**src/pmtfx_pkg.sv**
```systemverilog
`timescale 1ns / 1ps

package pmtfx_pkg;

  // defaults for the top-level parameters
  localparam int MAX_SAMPLES_DEF = 1024;
  localparam int SAMPLE_BITS_DEF = 12;
  localparam int FRAC_BITS_DEF   = 8;
  localparam int QUEUE_DEPTH     = 2;

  // fixed field widths
  localparam int SAMPLE_W = 12;
  localparam int PEAK_W   = 10;
  localparam int MINV_W   = 12;
  localparam int BASE_W   = 20;
  localparam int AMP_W    = 21;
  localparam int CHG_W    = 31;
  localparam int PRE_W    = 10;
  localparam int WEND_W   = 11;
  localparam int RES_W    = 16;

  // register file
  localparam int ADDR_W   = 4;
  localparam int PDATA_W  = 32;

  localparam logic [PRE_W-1:0]  PRE_RESET  = 10'd96;
  localparam logic [WEND_W-1:0] WEND_RESET = 11'd780;
  localparam logic [RES_W-1:0]  RES_RESET  = 16'd50;

  localparam logic [63:0] CHARGE_LIMIT = 64'd1073741823;

  // divider defaults at the default parameter set
  localparam int DIV_NUM_W_DEF = 41;
  localparam int DIV_DEN_W_DEF = PRE_W + RES_W;

  typedef enum logic [1:0] {
    REG_PRE  = 2'd0,
    REG_WEND = 2'd1,
    REG_RES  = 2'd2
  } reg_idx_t;

  typedef struct packed {
    logic [PRE_W-1:0]  pre;
    logic [WEND_W-1:0] wend;
    logic [RES_W-1:0]  res;
  } cfg_t;

  typedef enum logic [2:0] {
    BK_IDLE,
    BK_MUL,
    BK_PREP,
    BK_DIVB,
    BK_DIVC,
    BK_FIN
  } bk_state_t;

endpackage

```
**src/pmtfx_if.sv**
```systemverilog
`timescale 1ns / 1ps

interface pmtfx_in_if import pmtfx_pkg::*; ();
  logic                valid;
  logic                ready;
  logic [SAMPLE_W-1:0] sample_value;
  logic                last_sample;

  modport source (output valid, sample_value, last_sample, input ready);
  modport sink   (input valid, sample_value, last_sample, output ready);
endinterface

interface pmtfx_out_if import pmtfx_pkg::*; ();
  logic                     valid;
  logic                     ready;
  logic [PEAK_W-1:0]        peak_index;
  logic [MINV_W-1:0]        minimum_value;
  logic [BASE_W-1:0]        baseline_fx;
  logic signed [AMP_W-1:0]  amplitude_fx;
  logic signed [CHG_W-1:0]  charge_fx;
  logic                     short_waveform;

  modport source (output valid, peak_index, minimum_value, baseline_fx, amplitude_fx,
                  charge_fx, short_waveform, input ready);
  modport sink   (input valid, peak_index, minimum_value, baseline_fx, amplitude_fx,
                  charge_fx, short_waveform, output ready);
endinterface

```
**src/pmtfx_front.sv**
```systemverilog
`timescale 1ns / 1ps

module pmtfx_front import pmtfx_pkg::*; #(
  parameter int MAX_SAMPLES = MAX_SAMPLES_DEF,
  parameter int SAMPLE_BITS = SAMPLE_BITS_DEF,
  localparam int IDX_W = $clog2(MAX_SAMPLES),
  localparam int SUM_W = SAMPLE_BITS + IDX_W
) (
  input  logic                   clk,
  input  logic                   rst_n,
  input  cfg_t                   cfg,
  pmtfx_in_if.sink               in_ch,
  input  logic                   job_full,
  output logic                   job_push,
  output logic [IDX_W-1:0]       job_minidx,
  output logic [SAMPLE_BITS-1:0] job_min,
  output logic [SUM_W-1:0]       job_bsum,
  output logic [SUM_W-1:0]       job_wsum,
  output logic [WEND_W-1:0]      job_nwin,
  output logic                   job_short
);

  localparam int CNT_W = $clog2(MAX_SAMPLES + 1);
  localparam int CMP_W = (CNT_W > WEND_W) ? CNT_W : WEND_W;

  logic [CNT_W-1:0]       cnt_r, cnt_nxt, upd_cnt;
  logic [SAMPLE_BITS-1:0] min_r, min_nxt, upd_min;
  logic [IDX_W-1:0]       minidx_r, minidx_nxt, upd_minidx;
  logic [SUM_W-1:0]       bsum_r, bsum_nxt, upd_bsum;
  logic [SUM_W-1:0]       wsum_r, wsum_nxt, upd_wsum;

  logic [31:0]            raw_ext;
  logic [SAMPLE_BITS-1:0] v;
  logic                   fire, active, in_pre, in_win;
  logic [CMP_W-1:0]       cnt_c, pre_c, wend_c, win_hi, win_len;

  assign raw_ext     = 32'(in_ch.sample_value);
  assign v           = raw_ext[SAMPLE_BITS-1:0];
  assign in_ch.ready = !job_full;
  assign fire        = in_ch.valid && in_ch.ready;

  assign active = cnt_r < CNT_W'(MAX_SAMPLES);
  assign pre_c  = CMP_W'(cfg.pre);
  assign wend_c = CMP_W'(cfg.wend);
  assign in_pre = CMP_W'(cnt_r) < pre_c;
  assign in_win = CMP_W'(cnt_r) < wend_c;

  // samples past the maximum leave the state alone
  always_comb begin
    upd_cnt    = cnt_r;
    upd_min    = min_r;
    upd_minidx = minidx_r;
    upd_bsum   = bsum_r;
    upd_wsum   = wsum_r;
    if (active) begin
      if (cnt_r == '0 || v < min_r) begin
        upd_min    = v;
        upd_minidx = cnt_r[IDX_W-1:0];
      end
      if (in_pre) begin
        upd_bsum = bsum_r + SUM_W'(v);
      end else if (in_win) begin
        upd_wsum = wsum_r + SUM_W'(v);
      end
      upd_cnt = cnt_r + CNT_W'(1);
    end
  end

  always_comb begin
    cnt_nxt    = cnt_r;
    min_nxt    = min_r;
    minidx_nxt = minidx_r;
    bsum_nxt   = bsum_r;
    wsum_nxt   = wsum_r;
    if (fire) begin
      if (in_ch.last_sample) begin
        cnt_nxt    = '0;
        min_nxt    = '0;
        minidx_nxt = '0;
        bsum_nxt   = '0;
        wsum_nxt   = '0;
      end else begin
        cnt_nxt    = upd_cnt;
        min_nxt    = upd_min;
        minidx_nxt = upd_minidx;
        bsum_nxt   = upd_bsum;
        wsum_nxt   = upd_wsum;
      end
    end
  end

  always_ff @(posedge clk) begin
    if (!rst_n) begin
      cnt_r    <= '0;
      min_r    <= '0;
      minidx_r <= '0;
      bsum_r   <= '0;
      wsum_r   <= '0;
    end else begin
      cnt_r    <= cnt_nxt;
      min_r    <= min_nxt;
      minidx_r <= minidx_nxt;
      bsum_r   <= bsum_nxt;
      wsum_r   <= wsum_nxt;
    end
  end

  // number of window samples actually received
  assign cnt_c   = CMP_W'(upd_cnt);
  assign win_hi  = (cnt_c < wend_c) ? cnt_c : wend_c;
  assign win_len = (win_hi > pre_c) ? (win_hi - pre_c) : '0;

  assign job_push   = fire && in_ch.last_sample;
  assign job_minidx = upd_minidx;
  assign job_min    = upd_min;
  assign job_bsum   = upd_bsum;
  assign job_wsum   = upd_wsum;
  assign job_nwin   = win_len[WEND_W-1:0];
  assign job_short  = (cnt_c < wend_c) || (cnt_c < pre_c);

  a_cnt_bound: assert property (@(posedge clk) disable iff (!rst_n)
    cnt_r <= CNT_W'(MAX_SAMPLES))
    else $error("sample count beyond maximum");

  a_last_clears: assert property (@(posedge clk) disable iff (!rst_n)
    fire && in_ch.last_sample |=> cnt_r == '0 && bsum_r == '0 && wsum_r == '0)
    else $error("waveform state not cleared after last sample");

endmodule

```
**src/pmtfx_fifo.sv**
```systemverilog
`timescale 1ns / 1ps

module pmtfx_fifo import pmtfx_pkg::*; #(
  parameter int DATA_W = 1,
  parameter int DEPTH  = QUEUE_DEPTH
) (
  input  logic              clk,
  input  logic              rst_n,
  input  logic              push,
  input  logic [DATA_W-1:0] wr_data,
  output logic              full,
  input  logic              pop,
  output logic [DATA_W-1:0] rd_data,
  output logic              empty
);

  localparam int PTR_W = (DEPTH > 1) ? $clog2(DEPTH) : 1;
  localparam int CNT_W = $clog2(DEPTH + 1);

  logic [DATA_W-1:0] mem_r [DEPTH];
  logic [PTR_W-1:0]  wp_r, wp_nxt, rp_r, rp_nxt;
  logic [CNT_W-1:0]  cnt_r, cnt_nxt;

  assign full    = cnt_r == CNT_W'(DEPTH);
  assign empty   = cnt_r == '0;
  assign rd_data = mem_r[rp_r];

  always_comb begin
    wp_nxt  = wp_r;
    rp_nxt  = rp_r;
    cnt_nxt = cnt_r;
    if (push) begin
      wp_nxt = (wp_r == PTR_W'(DEPTH - 1)) ? '0 : wp_r + PTR_W'(1);
    end
    if (pop) begin
      rp_nxt = (rp_r == PTR_W'(DEPTH - 1)) ? '0 : rp_r + PTR_W'(1);
    end
    if (push && !pop) begin
      cnt_nxt = cnt_r + CNT_W'(1);
    end else if (pop && !push) begin
      cnt_nxt = cnt_r - CNT_W'(1);
    end
  end

  always_ff @(posedge clk) begin
    if (!rst_n) begin
      wp_r  <= '0;
      rp_r  <= '0;
      cnt_r <= '0;
    end else begin
      wp_r  <= wp_nxt;
      rp_r  <= rp_nxt;
      cnt_r <= cnt_nxt;
    end
  end

  always_ff @(posedge clk) begin
    if (push) begin
      mem_r[wp_r] <= wr_data;
    end
  end

  a_no_overflow: assert property (@(posedge clk) disable iff (!rst_n)
    push |-> !full || pop)
    else $error("job queue overflow");

endmodule

```
**src/pmtfx_div.sv**
```systemverilog
`timescale 1ns / 1ps

module pmtfx_div import pmtfx_pkg::*; #(
  parameter int NUM_W = DIV_NUM_W_DEF,
  parameter int DEN_W = DIV_DEN_W_DEF
) (
  input  logic             clk,
  input  logic             rst_n,
  input  logic             start,
  input  logic [NUM_W-1:0] num,
  input  logic [DEN_W-1:0] den,
  output logic             busy,
  output logic             done,
  output logic [NUM_W-1:0] quo
);

  localparam int CNT_W = $clog2(NUM_W + 1);

  logic             busy_r, done_r;
  logic [CNT_W-1:0] cnt_r;
  logic [NUM_W-1:0] q_r, q_nxt;
  logic [DEN_W-1:0] rem_r, rem_nxt, den_r;
  logic [DEN_W:0]   sh, diff;
  logic             ge;

  // restoring division, one quotient bit per cycle
  assign sh      = {rem_r, q_r[NUM_W-1]};
  assign diff    = sh - {1'b0, den_r};
  assign ge      = sh >= {1'b0, den_r};
  assign rem_nxt = ge ? diff[DEN_W-1:0] : sh[DEN_W-1:0];
  assign q_nxt   = {q_r[NUM_W-2:0], ge};

  always_ff @(posedge clk) begin
    if (!rst_n) begin
      busy_r <= 1'b0;
      done_r <= 1'b0;
      cnt_r  <= '0;
    end else begin
      done_r <= 1'b0;
      if (start) begin
        busy_r <= 1'b1;
        cnt_r  <= CNT_W'(NUM_W);
      end else if (busy_r) begin
        cnt_r <= cnt_r - CNT_W'(1);
        if (cnt_r == CNT_W'(1)) begin
          busy_r <= 1'b0;
          done_r <= 1'b1;
        end
      end
    end
  end

  always_ff @(posedge clk) begin
    if (start) begin
      q_r   <= num;
      rem_r <= '0;
      den_r <= den;
    end else if (busy_r) begin
      q_r   <= q_nxt;
      rem_r <= rem_nxt;
    end
  end

  assign busy = busy_r;
  assign done = done_r;
  assign quo  = q_r;

  a_start_idle: assert property (@(posedge clk) disable iff (!rst_n)
    start |-> !busy_r)
    else $error("divider restarted while busy");

endmodule

```
**src/pmtfx_back.sv**
```systemverilog
`timescale 1ns / 1ps

module pmtfx_back import pmtfx_pkg::*; #(
  parameter int MAX_SAMPLES = MAX_SAMPLES_DEF,
  parameter int SAMPLE_BITS = SAMPLE_BITS_DEF,
  parameter int FRAC_BITS   = FRAC_BITS_DEF,
  localparam int IDX_W = $clog2(MAX_SAMPLES),
  localparam int SUM_W = SAMPLE_BITS + IDX_W
) (
  input  logic                   clk,
  input  logic                   rst_n,
  input  cfg_t                   cfg,
  input  logic                   job_empty,
  output logic                   job_pop,
  input  logic [IDX_W-1:0]       job_minidx,
  input  logic [SAMPLE_BITS-1:0] job_min,
  input  logic [SUM_W-1:0]       job_bsum,
  input  logic [SUM_W-1:0]       job_wsum,
  input  logic [WEND_W-1:0]      job_nwin,
  input  logic                   job_short,
  pmtfx_out_if.source            out_ch
);

  localparam int PROD_W = SUM_W + WEND_W;
  localparam int NUM_W  = PROD_W + FRAC_BITS;
  localparam int DEN_W  = PRE_W + RES_W;
  localparam int BQ_W   = SUM_W + FRAC_BITS;
  localparam int AMPX_W = (BQ_W + 1 > AMP_W) ? BQ_W + 1 : AMP_W;
  localparam int SAT_W  = CHG_W - 1;

  bk_state_t st_r, st_nxt;

  logic [IDX_W-1:0]       j_minidx_r;
  logic [SAMPLE_BITS-1:0] j_min_r;
  logic [SUM_W-1:0]       j_bsum_r, j_wsum_r;
  logic [WEND_W-1:0]      j_nwin_r;
  logic                   j_short_r;

  logic [PRE_W-1:0]         pe;
  logic [SUM_W+PRE_W-1:0]   pos_w;
  logic [WEND_W+SUM_W-1:0]  neg_w;
  logic [DEN_W-1:0]         den_w;
  logic [PROD_W-1:0]        pos_r, neg_r, mag_r;
  logic [DEN_W-1:0]         den_r;
  logic                     neg_flag_r;
  logic [BQ_W-1:0]          base_q_r;
  logic [SAT_W-1:0]         sat_r;

  logic             div_start, div_busy, div_done;
  logic [NUM_W-1:0] div_num, div_q;
  logic [DEN_W-1:0] div_den;
  logic             out_load;

  logic [63:0]             peak_x, min_x, base_x;
  logic [AMPX_W-1:0]       amp_x;
  logic [CHG_W-1:0]        chg_mag, chg_val;

  logic                    out_valid_r;
  logic [PEAK_W-1:0]       out_peak_r;
  logic [MINV_W-1:0]       out_min_r;
  logic [BASE_W-1:0]       out_base_r;
  logic [AMP_W-1:0]        out_amp_r;
  logic [CHG_W-1:0]        out_chg_r;
  logic                    out_short_r;

  // a zero pre-trigger leaves the baseline sum at zero, so dividing by one is exact
  assign pe    = (cfg.pre == '0) ? PRE_W'(1) : cfg.pre;
  assign pos_w = j_wsum_r * pe;
  assign neg_w = j_nwin_r * j_bsum_r;
  assign den_w = pe * cfg.res;

  pmtfx_div #(
    .NUM_W (NUM_W),
    .DEN_W (DEN_W)
  ) u_div (
    .clk   (clk),
    .rst_n (rst_n),
    .start (div_start),
    .num   (div_num),
    .den   (div_den),
    .busy  (div_busy),
    .done  (div_done),
    .quo   (div_q)
  );

  always_comb begin
    st_nxt = st_r;
    unique case (st_r)
      BK_IDLE: if (!job_empty) st_nxt = BK_MUL;
      BK_MUL:  st_nxt = BK_PREP;
      BK_PREP: st_nxt = BK_DIVB;
      BK_DIVB: if (div_done) st_nxt = BK_DIVC;
      BK_DIVC: if (div_done) st_nxt = BK_FIN;
      BK_FIN:  if (!out_valid_r || out_ch.ready) st_nxt = BK_IDLE;
      default: st_nxt = BK_IDLE;
    endcase
  end

  always_comb begin
    job_pop   = 1'b0;
    div_start = 1'b0;
    div_num   = NUM_W'(j_bsum_r) << FRAC_BITS;
    div_den   = DEN_W'(pe);
    out_load  = 1'b0;
    unique case (st_r)
      BK_IDLE: job_pop = !job_empty;
      BK_PREP: div_start = 1'b1;
      BK_DIVB: begin
        div_start = div_done;
        div_num   = NUM_W'(mag_r) << FRAC_BITS;
        div_den   = den_r;
      end
      BK_FIN:  out_load = !out_valid_r || out_ch.ready;
      default: ;
    endcase
  end

  always_ff @(posedge clk) begin
    if (!rst_n) begin
      st_r <= BK_IDLE;
    end else begin
      st_r <= st_nxt;
    end
  end

  always_ff @(posedge clk) begin
    if (job_pop) begin
      j_minidx_r <= job_minidx;
      j_min_r    <= job_min;
      j_bsum_r   <= job_bsum;
      j_wsum_r   <= job_wsum;
      j_nwin_r   <= job_nwin;
      j_short_r  <= job_short;
    end
    if (st_r == BK_MUL) begin
      pos_r <= PROD_W'(pos_w);
      neg_r <= PROD_W'(neg_w);
      den_r <= den_w;
    end
    if (st_r == BK_PREP) begin
      neg_flag_r <= neg_r > pos_r;
      mag_r      <= (neg_r > pos_r) ? (neg_r - pos_r) : (pos_r - neg_r);
    end
    if (st_r == BK_DIVB && div_done) begin
      base_q_r <= div_q[BQ_W-1:0];
    end
    if (st_r == BK_DIVC && div_done) begin
      sat_r <= (64'(div_q) > CHARGE_LIMIT) ? SAT_W'(CHARGE_LIMIT) : SAT_W'(div_q);
    end
  end

  // result fields, each cut to its width
  assign peak_x  = 64'(j_minidx_r);
  assign min_x   = 64'(j_min_r);
  assign base_x  = 64'(base_q_r);
  assign amp_x   = AMPX_W'(base_q_r) - (AMPX_W'(j_min_r) << FRAC_BITS);
  assign chg_mag = {1'b0, sat_r};
  assign chg_val = (cfg.res == '0) ? '0 : (neg_flag_r ? (CHG_W'(0) - chg_mag) : chg_mag);

  always_ff @(posedge clk) begin
    if (!rst_n) begin
      out_valid_r <= 1'b0;
    end else if (out_load) begin
      out_valid_r <= 1'b1;
    end else if (out_ch.ready) begin
      out_valid_r <= 1'b0;
    end
  end

  always_ff @(posedge clk) begin
    if (out_load) begin
      out_peak_r  <= peak_x[PEAK_W-1:0];
      out_min_r   <= min_x[MINV_W-1:0];
      out_base_r  <= base_x[BASE_W-1:0];
      out_amp_r   <= amp_x[AMP_W-1:0];
      out_chg_r   <= chg_val;
      out_short_r <= j_short_r;
    end
  end

  assign out_ch.valid          = out_valid_r;
  assign out_ch.peak_index     = out_peak_r;
  assign out_ch.minimum_value  = out_min_r;
  assign out_ch.baseline_fx    = out_base_r;
  assign out_ch.amplitude_fx   = $signed(out_amp_r);
  assign out_ch.charge_fx      = $signed(out_chg_r);
  assign out_ch.short_waveform = out_short_r;

  a_fin_loads: assert property (@(posedge clk) disable iff (!rst_n)
    out_load |=> out_valid_r && st_r == BK_IDLE)
    else $error("result not presented after final step");

  a_div_only_when_waiting: assert property (@(posedge clk) disable iff (!rst_n)
    div_busy |-> st_r == BK_DIVB || st_r == BK_DIVC)
    else $error("divider running outside a division step");

endmodule

```
**src/pmt_waveform_feature_extract.sv**
```systemverilog
`timescale 1ns / 1ps

// Photomultiplier waveform feature extractor.
// in_ch carries one ADC sample per transfer with a last flag; the transfer that
// carries the last flag closes the waveform and yields exactly one result on out_ch
// (peak index, minimum, baseline, amplitude, charge, short flag).
// Samples are taken one per cycle: the front accumulates min, baseline and window
// sums as each sample arrives and only stalls when its two-entry job queue is full.
// The back pulls one waveform at a time from the queue, forms the products, then
// runs the baseline and charge divisions on one shared bit-serial divider. That
// divider sets the per-waveform cost; the back takes the next waveform from the
// queue only once the result of the last one is loaded into the output register.
// Results wait in an output register; while out_ch stalls the back holds its
// finished result, the queue fills, and in_ch.ready drops once the queue is full.
// Configuration is written over the APB port (pre-trigger length at 0x0, window end
// at 0x4, load resistance at 0x8); the user must write it only while no waveform
// is in flight, and the block itself does not enforce this.
// Synchronous reset clears the accumulators, the queue and the output register and
// restores the default register values; there is no initialization sweep.
module pmt_waveform_feature_extract import pmtfx_pkg::*; #(
  parameter int MAX_SAMPLES = MAX_SAMPLES_DEF,
  parameter int SAMPLE_BITS = SAMPLE_BITS_DEF,
  parameter int FRAC_BITS   = FRAC_BITS_DEF
) (
  input  logic               clk,
  input  logic               rst_n,
  pmtfx_in_if.sink           in_ch,
  pmtfx_out_if.source        out_ch,
  input  logic               psel,
  input  logic               penable,
  input  logic               pwrite,
  input  logic [ADDR_W-1:0]  paddr,
  input  logic [PDATA_W-1:0] pwdata,
  output logic [PDATA_W-1:0] prdata,
  output logic               pready
);

  localparam int IDX_W = $clog2(MAX_SAMPLES);
  localparam int SUM_W = SAMPLE_BITS + IDX_W;
  localparam int JOB_W = IDX_W + SAMPLE_BITS + 2 * SUM_W + WEND_W + 1;

  cfg_t cfg_r;
  logic wr_en;

  assign pready = 1'b1;
  assign wr_en  = psel && penable && pwrite;

  always_ff @(posedge clk) begin
    if (!rst_n) begin
      cfg_r.pre  <= PRE_RESET;
      cfg_r.wend <= WEND_RESET;
      cfg_r.res  <= RES_RESET;
    end else if (wr_en) begin
      unique case (paddr[ADDR_W-1:2])
        REG_PRE:  cfg_r.pre  <= pwdata[PRE_W-1:0];
        REG_WEND: cfg_r.wend <= pwdata[WEND_W-1:0];
        REG_RES:  cfg_r.res  <= pwdata[RES_W-1:0];
        default: ;
      endcase
    end
  end

  always_comb begin
    prdata = '0;
    unique case (paddr[ADDR_W-1:2])
      REG_PRE:  prdata = PDATA_W'(cfg_r.pre);
      REG_WEND: prdata = PDATA_W'(cfg_r.wend);
      REG_RES:  prdata = PDATA_W'(cfg_r.res);
      default:  prdata = '0;
    endcase
  end

  logic                   f_push, q_full, q_empty, b_pop;
  logic [IDX_W-1:0]       f_minidx, q_minidx;
  logic [SAMPLE_BITS-1:0] f_min, q_min;
  logic [SUM_W-1:0]       f_bsum, f_wsum, q_bsum, q_wsum;
  logic [WEND_W-1:0]      f_nwin, q_nwin;
  logic                   f_short, q_short;
  logic [JOB_W-1:0]       q_wr, q_rd;

  pmtfx_front #(
    .MAX_SAMPLES (MAX_SAMPLES),
    .SAMPLE_BITS (SAMPLE_BITS)
  ) u_front (
    .clk        (clk),
    .rst_n      (rst_n),
    .cfg        (cfg_r),
    .in_ch      (in_ch),
    .job_full   (q_full),
    .job_push   (f_push),
    .job_minidx (f_minidx),
    .job_min    (f_min),
    .job_bsum   (f_bsum),
    .job_wsum   (f_wsum),
    .job_nwin   (f_nwin),
    .job_short  (f_short)
  );

  assign q_wr = {f_minidx, f_min, f_bsum, f_wsum, f_nwin, f_short};
  assign {q_minidx, q_min, q_bsum, q_wsum, q_nwin, q_short} = q_rd;

  pmtfx_fifo #(
    .DATA_W (JOB_W),
    .DEPTH  (QUEUE_DEPTH)
  ) u_queue (
    .clk     (clk),
    .rst_n   (rst_n),
    .push    (f_push),
    .wr_data (q_wr),
    .full    (q_full),
    .pop     (b_pop),
    .rd_data (q_rd),
    .empty   (q_empty)
  );

  pmtfx_back #(
    .MAX_SAMPLES (MAX_SAMPLES),
    .SAMPLE_BITS (SAMPLE_BITS),
    .FRAC_BITS   (FRAC_BITS)
  ) u_back (
    .clk        (clk),
    .rst_n      (rst_n),
    .cfg        (cfg_r),
    .job_empty  (q_empty),
    .job_pop    (b_pop),
    .job_minidx (q_minidx),
    .job_min    (q_min),
    .job_bsum   (q_bsum),
    .job_wsum   (q_wsum),
    .job_nwin   (q_nwin),
    .job_short  (q_short),
    .out_ch     (out_ch)
  );

endmodule
```
**src/flat_wrapper.sv**
```systemverilog
// flat-port wrapper written by rule: the top's interface ports become plain ports
module pmt_waveform_feature_extract_flat import pmtfx_pkg::*;
#(
  parameter int MAX_SAMPLES = MAX_SAMPLES_DEF,
  parameter int SAMPLE_BITS = SAMPLE_BITS_DEF,
  parameter int FRAC_BITS   = FRAC_BITS_DEF
)
  (clk, rst_n, psel, penable, pwrite, paddr, pwdata, prdata, pready, in_ch_valid, in_ch_sample_value, in_ch_last_sample, in_ch_ready, out_ch_valid, out_ch_peak_index, out_ch_minimum_value, out_ch_baseline_fx, out_ch_amplitude_fx, out_ch_charge_fx, out_ch_short_waveform, out_ch_ready);
  pmtfx_in_if in_ch_i ();
  pmtfx_out_if out_ch_i ();
  input  logic clk;
  input  logic rst_n;
  input  logic psel;
  input  logic penable;
  input  logic pwrite;
  input  logic [ADDR_W-1:0] paddr;
  input  logic [PDATA_W-1:0] pwdata;
  output logic [PDATA_W-1:0] prdata;
  output logic pready;
  input wire logic [$bits(in_ch_i.valid)-1:0] in_ch_valid;
  input wire logic [$bits(in_ch_i.sample_value)-1:0] in_ch_sample_value;
  input wire logic [$bits(in_ch_i.last_sample)-1:0] in_ch_last_sample;
  output wire logic [$bits(in_ch_i.ready)-1:0] in_ch_ready;
  output wire logic [$bits(out_ch_i.valid)-1:0] out_ch_valid;
  output wire logic [$bits(out_ch_i.peak_index)-1:0] out_ch_peak_index;
  output wire logic [$bits(out_ch_i.minimum_value)-1:0] out_ch_minimum_value;
  output wire logic [$bits(out_ch_i.baseline_fx)-1:0] out_ch_baseline_fx;
  output wire logic [$bits(out_ch_i.amplitude_fx)-1:0] out_ch_amplitude_fx;
  output wire logic [$bits(out_ch_i.charge_fx)-1:0] out_ch_charge_fx;
  output wire logic [$bits(out_ch_i.short_waveform)-1:0] out_ch_short_waveform;
  input wire logic [$bits(out_ch_i.ready)-1:0] out_ch_ready;
  assign in_ch_i.valid = in_ch_valid;
  assign in_ch_i.sample_value = in_ch_sample_value;
  assign in_ch_i.last_sample = in_ch_last_sample;
  assign in_ch_ready = in_ch_i.ready;
  assign out_ch_valid = out_ch_i.valid;
  assign out_ch_peak_index = out_ch_i.peak_index;
  assign out_ch_minimum_value = out_ch_i.minimum_value;
  assign out_ch_baseline_fx = out_ch_i.baseline_fx;
  assign out_ch_amplitude_fx = out_ch_i.amplitude_fx;
  assign out_ch_charge_fx = out_ch_i.charge_fx;
  assign out_ch_short_waveform = out_ch_i.short_waveform;
  assign out_ch_i.ready = out_ch_ready;
  pmt_waveform_feature_extract #(.MAX_SAMPLES(MAX_SAMPLES), .SAMPLE_BITS(SAMPLE_BITS), .FRAC_BITS(FRAC_BITS)) u_core (.clk(clk), .rst_n(rst_n), .in_ch(in_ch_i), .out_ch(out_ch_i), .psel(psel), .penable(penable), .pwrite(pwrite), .paddr(paddr), .pwdata(pwdata), .prdata(prdata), .pready(pready));
endmodule
```
**config.mk**
```make
export PLATFORM = sky130hd
export DESIGN_NAME = pmt_waveform_feature_extract_flat
export DESIGN_NICKNAME = d
export VERILOG_FILES = /design/src/pmtfx_pkg.sv /design/src/pmtfx_if.sv /design/src/pmtfx_front.sv /design/src/pmtfx_fifo.sv /design/src/pmtfx_div.sv /design/src/pmtfx_back.sv /design/src/pmt_waveform_feature_extract.sv /design/src/flat_wrapper.sv
export SDC_FILE = /design/constraint.sdc
export NUM_CORES = 2
export LEC_CHECK = 0
export BUFFER_PORTS_ARGS = -buffer_cell sky130_fd_sc_hd__buf_2
export CAP_MARGIN = 30
export CELL_PAD_IN_SITES_DETAIL_PLACEMENT = 1
export CELL_PAD_IN_SITES_GLOBAL_PLACEMENT = 1
export CORE_MARGIN = 2
export CORE_UTILIZATION = 45
export CTS_BUF_LIST = sky130_fd_sc_hd__clkbuf_8
export DETAILED_ROUTE_END_ITERATION = 8
export PLACE_DENSITY = 0.81
export SKIP_LAST_GASP = 1
export SLEW_MARGIN = 20
export SYNTH_ARGS = -nofsm -noshare
export SYNTH_HDL_FRONTEND = slang
export SYNTH_HIERARCHICAL = 1
export SYNTH_SLANG_ARGS = --single-unit
```
**constraint.sdc**
```tcl
create_clock -name clk -period 17.5 [get_ports clk]
set_input_delay 3.5 -clock clk [delete_from_list [all_inputs] [get_ports clk]]
set_output_delay 3.5 -clock clk [all_outputs]
set_load 0.05 [all_outputs]
```
# Word-level counts from Yosys, hierarchy flattened
# Memory sizes are Yosys's and may differ from the RTL's. A register that Yosys moved wholly into a read port is not among the register bits.
# Index checks and enable logic that the tools add are counted.
[totals]
reg_bits = 494
ram_bits = 156
input_bits = 56
output_inout_bits = 130
wordCells = 159
mem_count = 1
[mem_list]
columns = ["memory", "words", "word_bits", "read_ports", "rd_clocked_by_memory_dff", "wr", "line", "text"]
rows = [
  ["u_core.u_queue.mem_r", 2, 78, 1, 1, 1, "pmtfx_fifo.sv:20", "logic [DATA_W-1:0] mem_r [DEPTH];"],
]
[op_classes]
add_sub_neg = 14
mul = 3
n_lt_le_gt_ge = 10
n_eq_ne = 13
mux = 48
bitwise = 3
reduce_logical = 32
[op_table]
columns = ["op", "count"]
rows = [
  ["22-bit 2-to-1 mux", 7],
  ["41-bit 2-to-1 mux", 3],
  ["10-bit 2-to-1 mux", 5],
  ["16-bit one-hot mux with 3 select lines", 1],
  ["22-bit by 12-bit adder with 22-bit output", 2],
  ["11-bit 2-to-1 mux", 4],
  ["41-bit by 30-bit greater-than comparator with 1-bit output, second input constant", 1],
  ["12-bit 2-to-1 mux", 3],
  ["33-bit by 32-bit greater-than comparator with 1-bit output", 1],
  ["11-bit by 22-bit multiplier with 33-bit output", 1],
  ["33-bit 2-to-1 mux", 1],
  ["32-bit by 33-bit subtractor with 33-bit output", 1],
  ["33-bit by 32-bit subtractor with 33-bit output", 1],
  ["22-bit by 10-bit multiplier with 32-bit output", 1],
  ["1-bit by 30-bit subtractor with 31-bit output, first input constant", 1],
  ["30-bit 2-to-1 mux", 1],
  ["27-bit by 26-bit >= comparator with 1-bit output", 1],
  ["10-bit by 16-bit multiplier with 26-bit output", 1],
  ["26-bit 2-to-1 mux", 1],
  ["26-bit subtractor", 1],
  ["11-bit by 10-bit less-than comparator with 1-bit output", 2],
  ["11-bit less-than comparator", 2],
  ["21-bit by 20-bit subtractor with 21-bit output", 1],
  ["3-bit one-hot mux with 6 select lines", 1],
  ["other kinds (36)", 79],
]

# Depth between registers and ports, before layout
[depth]
depth_word = 8
ltp_mapped = 23
depth_no_buf = 21

# By module
# The synthesis kept the hierarchy.
[by_module_without_submodules]
columns = ["module", "n_inst", "cells_each", "area_per_inst_um2", "seq_area_each_um2"]
rows = [
  ["pmtfx_back", 1, 3580, 35435.2, 10319.9],
  ["pmtfx_front", 1, 804, 6811.5, 1541.5],
  ["pmtfx_fifo", 1, 265, 5924.4, 4784.6],
  ["pmtfx_div", 1, 475, 5327.6, 2692.6],
  ["pmt_waveform_feature_extract", 1, 214, 1836.8, 740.7],
]

# Worst setup path before layout
# Ideal clock, no wire load.
[synth_timing]
path_type = "register to register"
startpoint = "reg u_core.u_back.st_r[0]"
endpoint = "reg u_core.u_queue.cnt_r[1]"
setup_ns = 0.070
arrival_ns = 9.496
t_required_ns = 17.430
slack_ns = 7.934
stages_incl_launch_ff = 7
path_buffers = 1
period_less_slack_ns = 9.566
cell_sequence = "dfxtp_1 clkbuf_1 nor4_1 inv_1 ha_1 or3_1 a21boi_1"
[synth_between]
elab_chain_cells = 5
word_cells_on_any_way = 7
classes_between = "mux: 2; reduce/logical: 5"
[synth_lines]
columns = ["item", "line", "text"]
rows = [
  ["start: declaration", "pmtfx_back.sv:31", "bk_state_t st_r, st_nxt;"],
  ["start signal: assignment", "pmtfx_back.sv:122", "st_r <= st_nxt;"],
  ["3-bit logical NOT *", "pmtfx_back.sv:105", "unique case (st_r)"],
  ["1-bit 2-to-1 mux *", "pmtfx_back.sv:105", ""],
  ["net u_core.b_pop", "pmt_waveform_feature_extract.sv:73", "logic f_push, q_full, q_empty, b_pop;"],
  ["1-bit logical NOT", "pmtfx_fifo.sv:38", "if (push && !pop) begin"],
  ["1-bit logical AND", "pmtfx_fifo.sv:38", ""],
  ["2-bit 2-to-1 mux or 2-bit nonzero test (tied branches)", "-", ""],
  ["end signal: assignment", "pmtfx_fifo.sv:53", "cnt_r <= cnt_nxt;"],
  ["end: declaration", "pmtfx_fifo.sv:22", "logic [CNT_W-1:0] cnt_r, cnt_nxt;"],
]
# The timed path passes the listed nets; every way through them passes the cells marked *.
# A chain may end at the register's enable or synchronous reset.

# Worst setup path after layout
[layout_timing]
startpoint = "in paddr[3]"
endpoint = "out prdata[10]"
[layout_between]
elab_chain_cells = 2
word_cells_on_any_way = 4
classes_between = "eq/ne: 2; mux: 1; reduce/logical: 1"
[layout_lines]
columns = ["item", "line", "text"]
rows = [
  ["start: declaration", "flat_wrapper.sv:16", "input logic [ADDR_W-1:0] paddr;"],
  ["2-bit equality test (tied with other cells)", "pmt_waveform_feature_extract.sv:65", "unique case (paddr[ADDR_W-1:2])"],
  ["16-bit one-hot mux with 3 select lines *", "pmt_waveform_feature_extract.sv:65", ""],
  ["end: declaration", "flat_wrapper.sv:18", "output logic [PDATA_W-1:0] prdata;"],
]
# Every way passes the cells marked *; elsewhere a longest branch is shown, timed or not.

==> summary.md <==
| Metric | Value |
|---|---|
| Setup violations, final | 0 |
| Max-slew headroom | 36.1% |
| Crit path max fanout | 14 |
| Hold Crit Class | reg -> reg |
| Final WL | 149000 um |
| Max Root-Sink Buffers | 3 |
| Top cell type's share of synthesized area | 30.6% |
| Fin cells | 7132 |
| Post-Route Skew | 0.0841 ns |
| Tcrit/Tclk final | 48.8% |
| Largest cells by area after synthesis | edfxtp_1, fa_1, ha_1 |
| Layout cells sized above 1 | 11.3% |
| Vias in the first global route | 43000 |
| Worst-Skew Late Latency | 0.90 ns |
| Buffers added on ports | 150 |
| Cts hold-fix bufs | 0 |
| Placed Instances | 6898 |
| Post-route ant nets | 0 |
| DIE WIDTH | 355 um |
| Crit Path Class | in -> out |
| Post-synth EDFFs | 564 |
| Critical path launch point type | input pin |
| Postcts setup bufs | 0 |
| Worst r2r path cells | 18 |
| Clock buffer count from CTS | 121 |
| Filler cells | 13400 |
| GR Overflow Total | 0 |
| Cell count after synthesis | 5338 |
| Cell Area, Synth | 55300 um^2 |
| Multi-input gate area | 31700 um^2 |
| Netlist cell types | 102 |
| Root buf cell | clkbuf_8 |
| # rows | 128 |
| Area leader, netlist | edfxtp_1 |
| CP arrival | 5.03 ns |
| Post-route DRC | 0 |
| Core Area | 122000 um^2 |
| GPL Wtd Cong | 0.866 |
| Synth Area per Inst | 10.4 um^2 |
| Hold path cells | 0 |
| Synth-to-layout area growth | 8.38% |
| Global-route wire length before repair | 236000 um |
| Worst EP required | 14.00 ns |
| Wirelength per Cell | 20.9 um |
| Initial DRC Count | 2155 |
| Pins Over Slew Limit | 0 |
| Dpl hpwl | 112000 um |
| Fin crit period | 8.53 ns |
| Largest net degree at the start of global routing | 70 |
| Fraction of registers with async set/reset | 0% |
| GRT Util Overall | 23.6% |
| FMAX | 117 MHz |
| DIE HEIGHT | 355 um |
| Depth of the CTS H-tree | 3 |
| DRT Pass-1 Iters | 5 |
| Commonest cells post-synth | nand2_1, inv_1, edfxtp_1 |
| Maxcap violations | 0 |
| Quantity of gates resized following cts | 0 |
| Setup TNS | 0 ns |
| CTS Sinks | 721 |
| Final Hold Fails | 0 |
| Number of synthesis warnings | 6 |
| Status | completed |
| Unrepaired setup endpoints after global routing | false |
| Number of top-level pins | 186 |
| Nets | 6298 |
| Die ar. | 126000 um^2 |
| Count leader, synth | nand2_1 |
| Measured slew at the worst slew-check pin | 0.959 ns |
| Initial antenna violation count | 4 |
| Register bit total from synthesis | 721 |
| Via Count | 39400 |
| Sequential area share after synthesis | 36.3% |
| Initial Util | 45.4% |
| CP endpoint kind | primary output |
| Reg clk slew, reported paths | 0.06 ns |
| Via density | 5.52 |
| Register Area | 20100 um^2 |
| Commonest register cell after synthesis | edfxtp_1 |
| CTS tree | done |
-- path summary, 6_finish.rpt --
| kind | slack (ns) | endpoint | start |
|---|---|---|---|
| max | 8.97 | prdata[10] | paddr[3] |
| min | 0.42 | u_core/u_back/out_ch.baseline_fx[3] | u_core/u_back/base_q_r[3] |
| max reg2reg | 10.41 | u_core/u_back/neg_r[30] | u_core/u_back/j_nwin_r[3] |
| min reg2reg | 0.42 | u_core/u_back/out_ch.baseline_fx[3] | u_core/u_back/base_q_r[3] |
-- stage by stage --
step	cell area [um^2]	utilization [%]	setup slack, ns	hold WS, ns
after floorplan	55400	-	7.93	0.400
final	60000	49.2	8.97	0.419
after global routing	60000	49.2	8.86	0.429
after global placement	57300	47.0	9.00	0.403
after detailed placement	57400	47.1	8.98	0.405
after CTS	59900	49.2	8.97	0.421
-- cells in the final DEF (no fill, tap or decap), types with 22 or more instances in the layout --
cell type | netlist | final
o21a_1 | 31 | 31
dfxtp_1 | 157 | 155
o21ai_0 | 136 | 136
nor2b_1 | 39 | 38
nand4_1 | 31 | 31
ha_1 | 390 | 390
xor2_1 | 102 | 102
inv_1 | 648 | 679
a21oi_1 | 207 | 206
o211ai_1 | 35 | 35
or2_2 | 34 | 34
a31oi_1 | 22 | 22
a22o_1 | 31 | 31
nor3_1 | 56 | 56
buf_2 | 19 | 149
nand2b_1 | 33 | 33
conb_1 | 3 | 25
nor2_1 | 222 | 219
and3_1 | 29 | 29
buf_4 | 31 | 46
fa_1 | 454 | 454
edfxtp_1 | 564 | 564
mux2i_1 | 75 | 75
a21o_1 | 85 | 85
nand2_1 | 693 | 693
clkinv_2 | 0 | 24
a211oi_1 | 40 | 40
mux2_2 | 145 | 145
and2_1 | 287 | 286
nand3_1 | 74 | 74
clkinv_1 | 1 | 23
clkbuf_8 | 0 | 130
xnor2_1 | 121 | 121
o21bai_1 | 26 | 26
-- state kept, by name, summed over array words and instances (netlist names), 26 cells and up, named ones only --
name                            count
u_core/u_back/out_ch.charge_fx     31
u_core/u_back/pos_r                32
u_core/u_queue/mem_r              156
u_core/u_back/den_r                26
u_core/u_back/u_div/den_r          26
u_core/u_back/sat_r                30
u_core/u_back/mag_r                33
u_core/u_back/u_div/rem_r          26
u_core/u_back/neg_r                33
u_core/cfg_r                       37
u_core/u_back/u_div/quo            41
-- critical path: stages --
cell and delay [ns]:
buf_2 0.37, nor2b_1 0.66, a22o_1 0.24, buf_2 0.26
-- area by class of cell --
cell class                      count  area share [%]
Sequential cell                   721            33.5
Clock buffer                      130            2.98
Clock inverter                     99            1.28
Antenna cell                        3          0.0125
Timing Repair Buffer              198            1.96
Tap cell                         1625            3.39
Inverter                          649            4.06
Multi-Input combinational cell   3707            52.8
-- kinds of logic (layout without fill, tap and decap cells) --
kind of cell               after synthesis  count (layout)  share of synthesized area (%)
adders and majority gates              844             844                           25.2
and+or+nand+nor                       1594            1594                           13.9
AOI/OAI and AO/OA                      781             781                           9.44
DFF                                    721             721                           36.3
xor gates and xnor gates               223             223                           3.53
other                                    3              28                         0.0203
muxes                                  240             240                           4.85
buffers and inverters                  932            1076                           6.70
-- per-layer routing --
layer  vias up  global-route usage, %  wire (um)
met1     20100                   30.7      65300
met4         0                   7.88       4240
li1      18000                      -          -
met3       269                   3.30       6620
met5         -                      0          0
met2       971                   40.4      73000
Power is left out: the tool's default activity adds up to more than one toggle a clock period on the data nets, which glitch-free logic cannot reach.
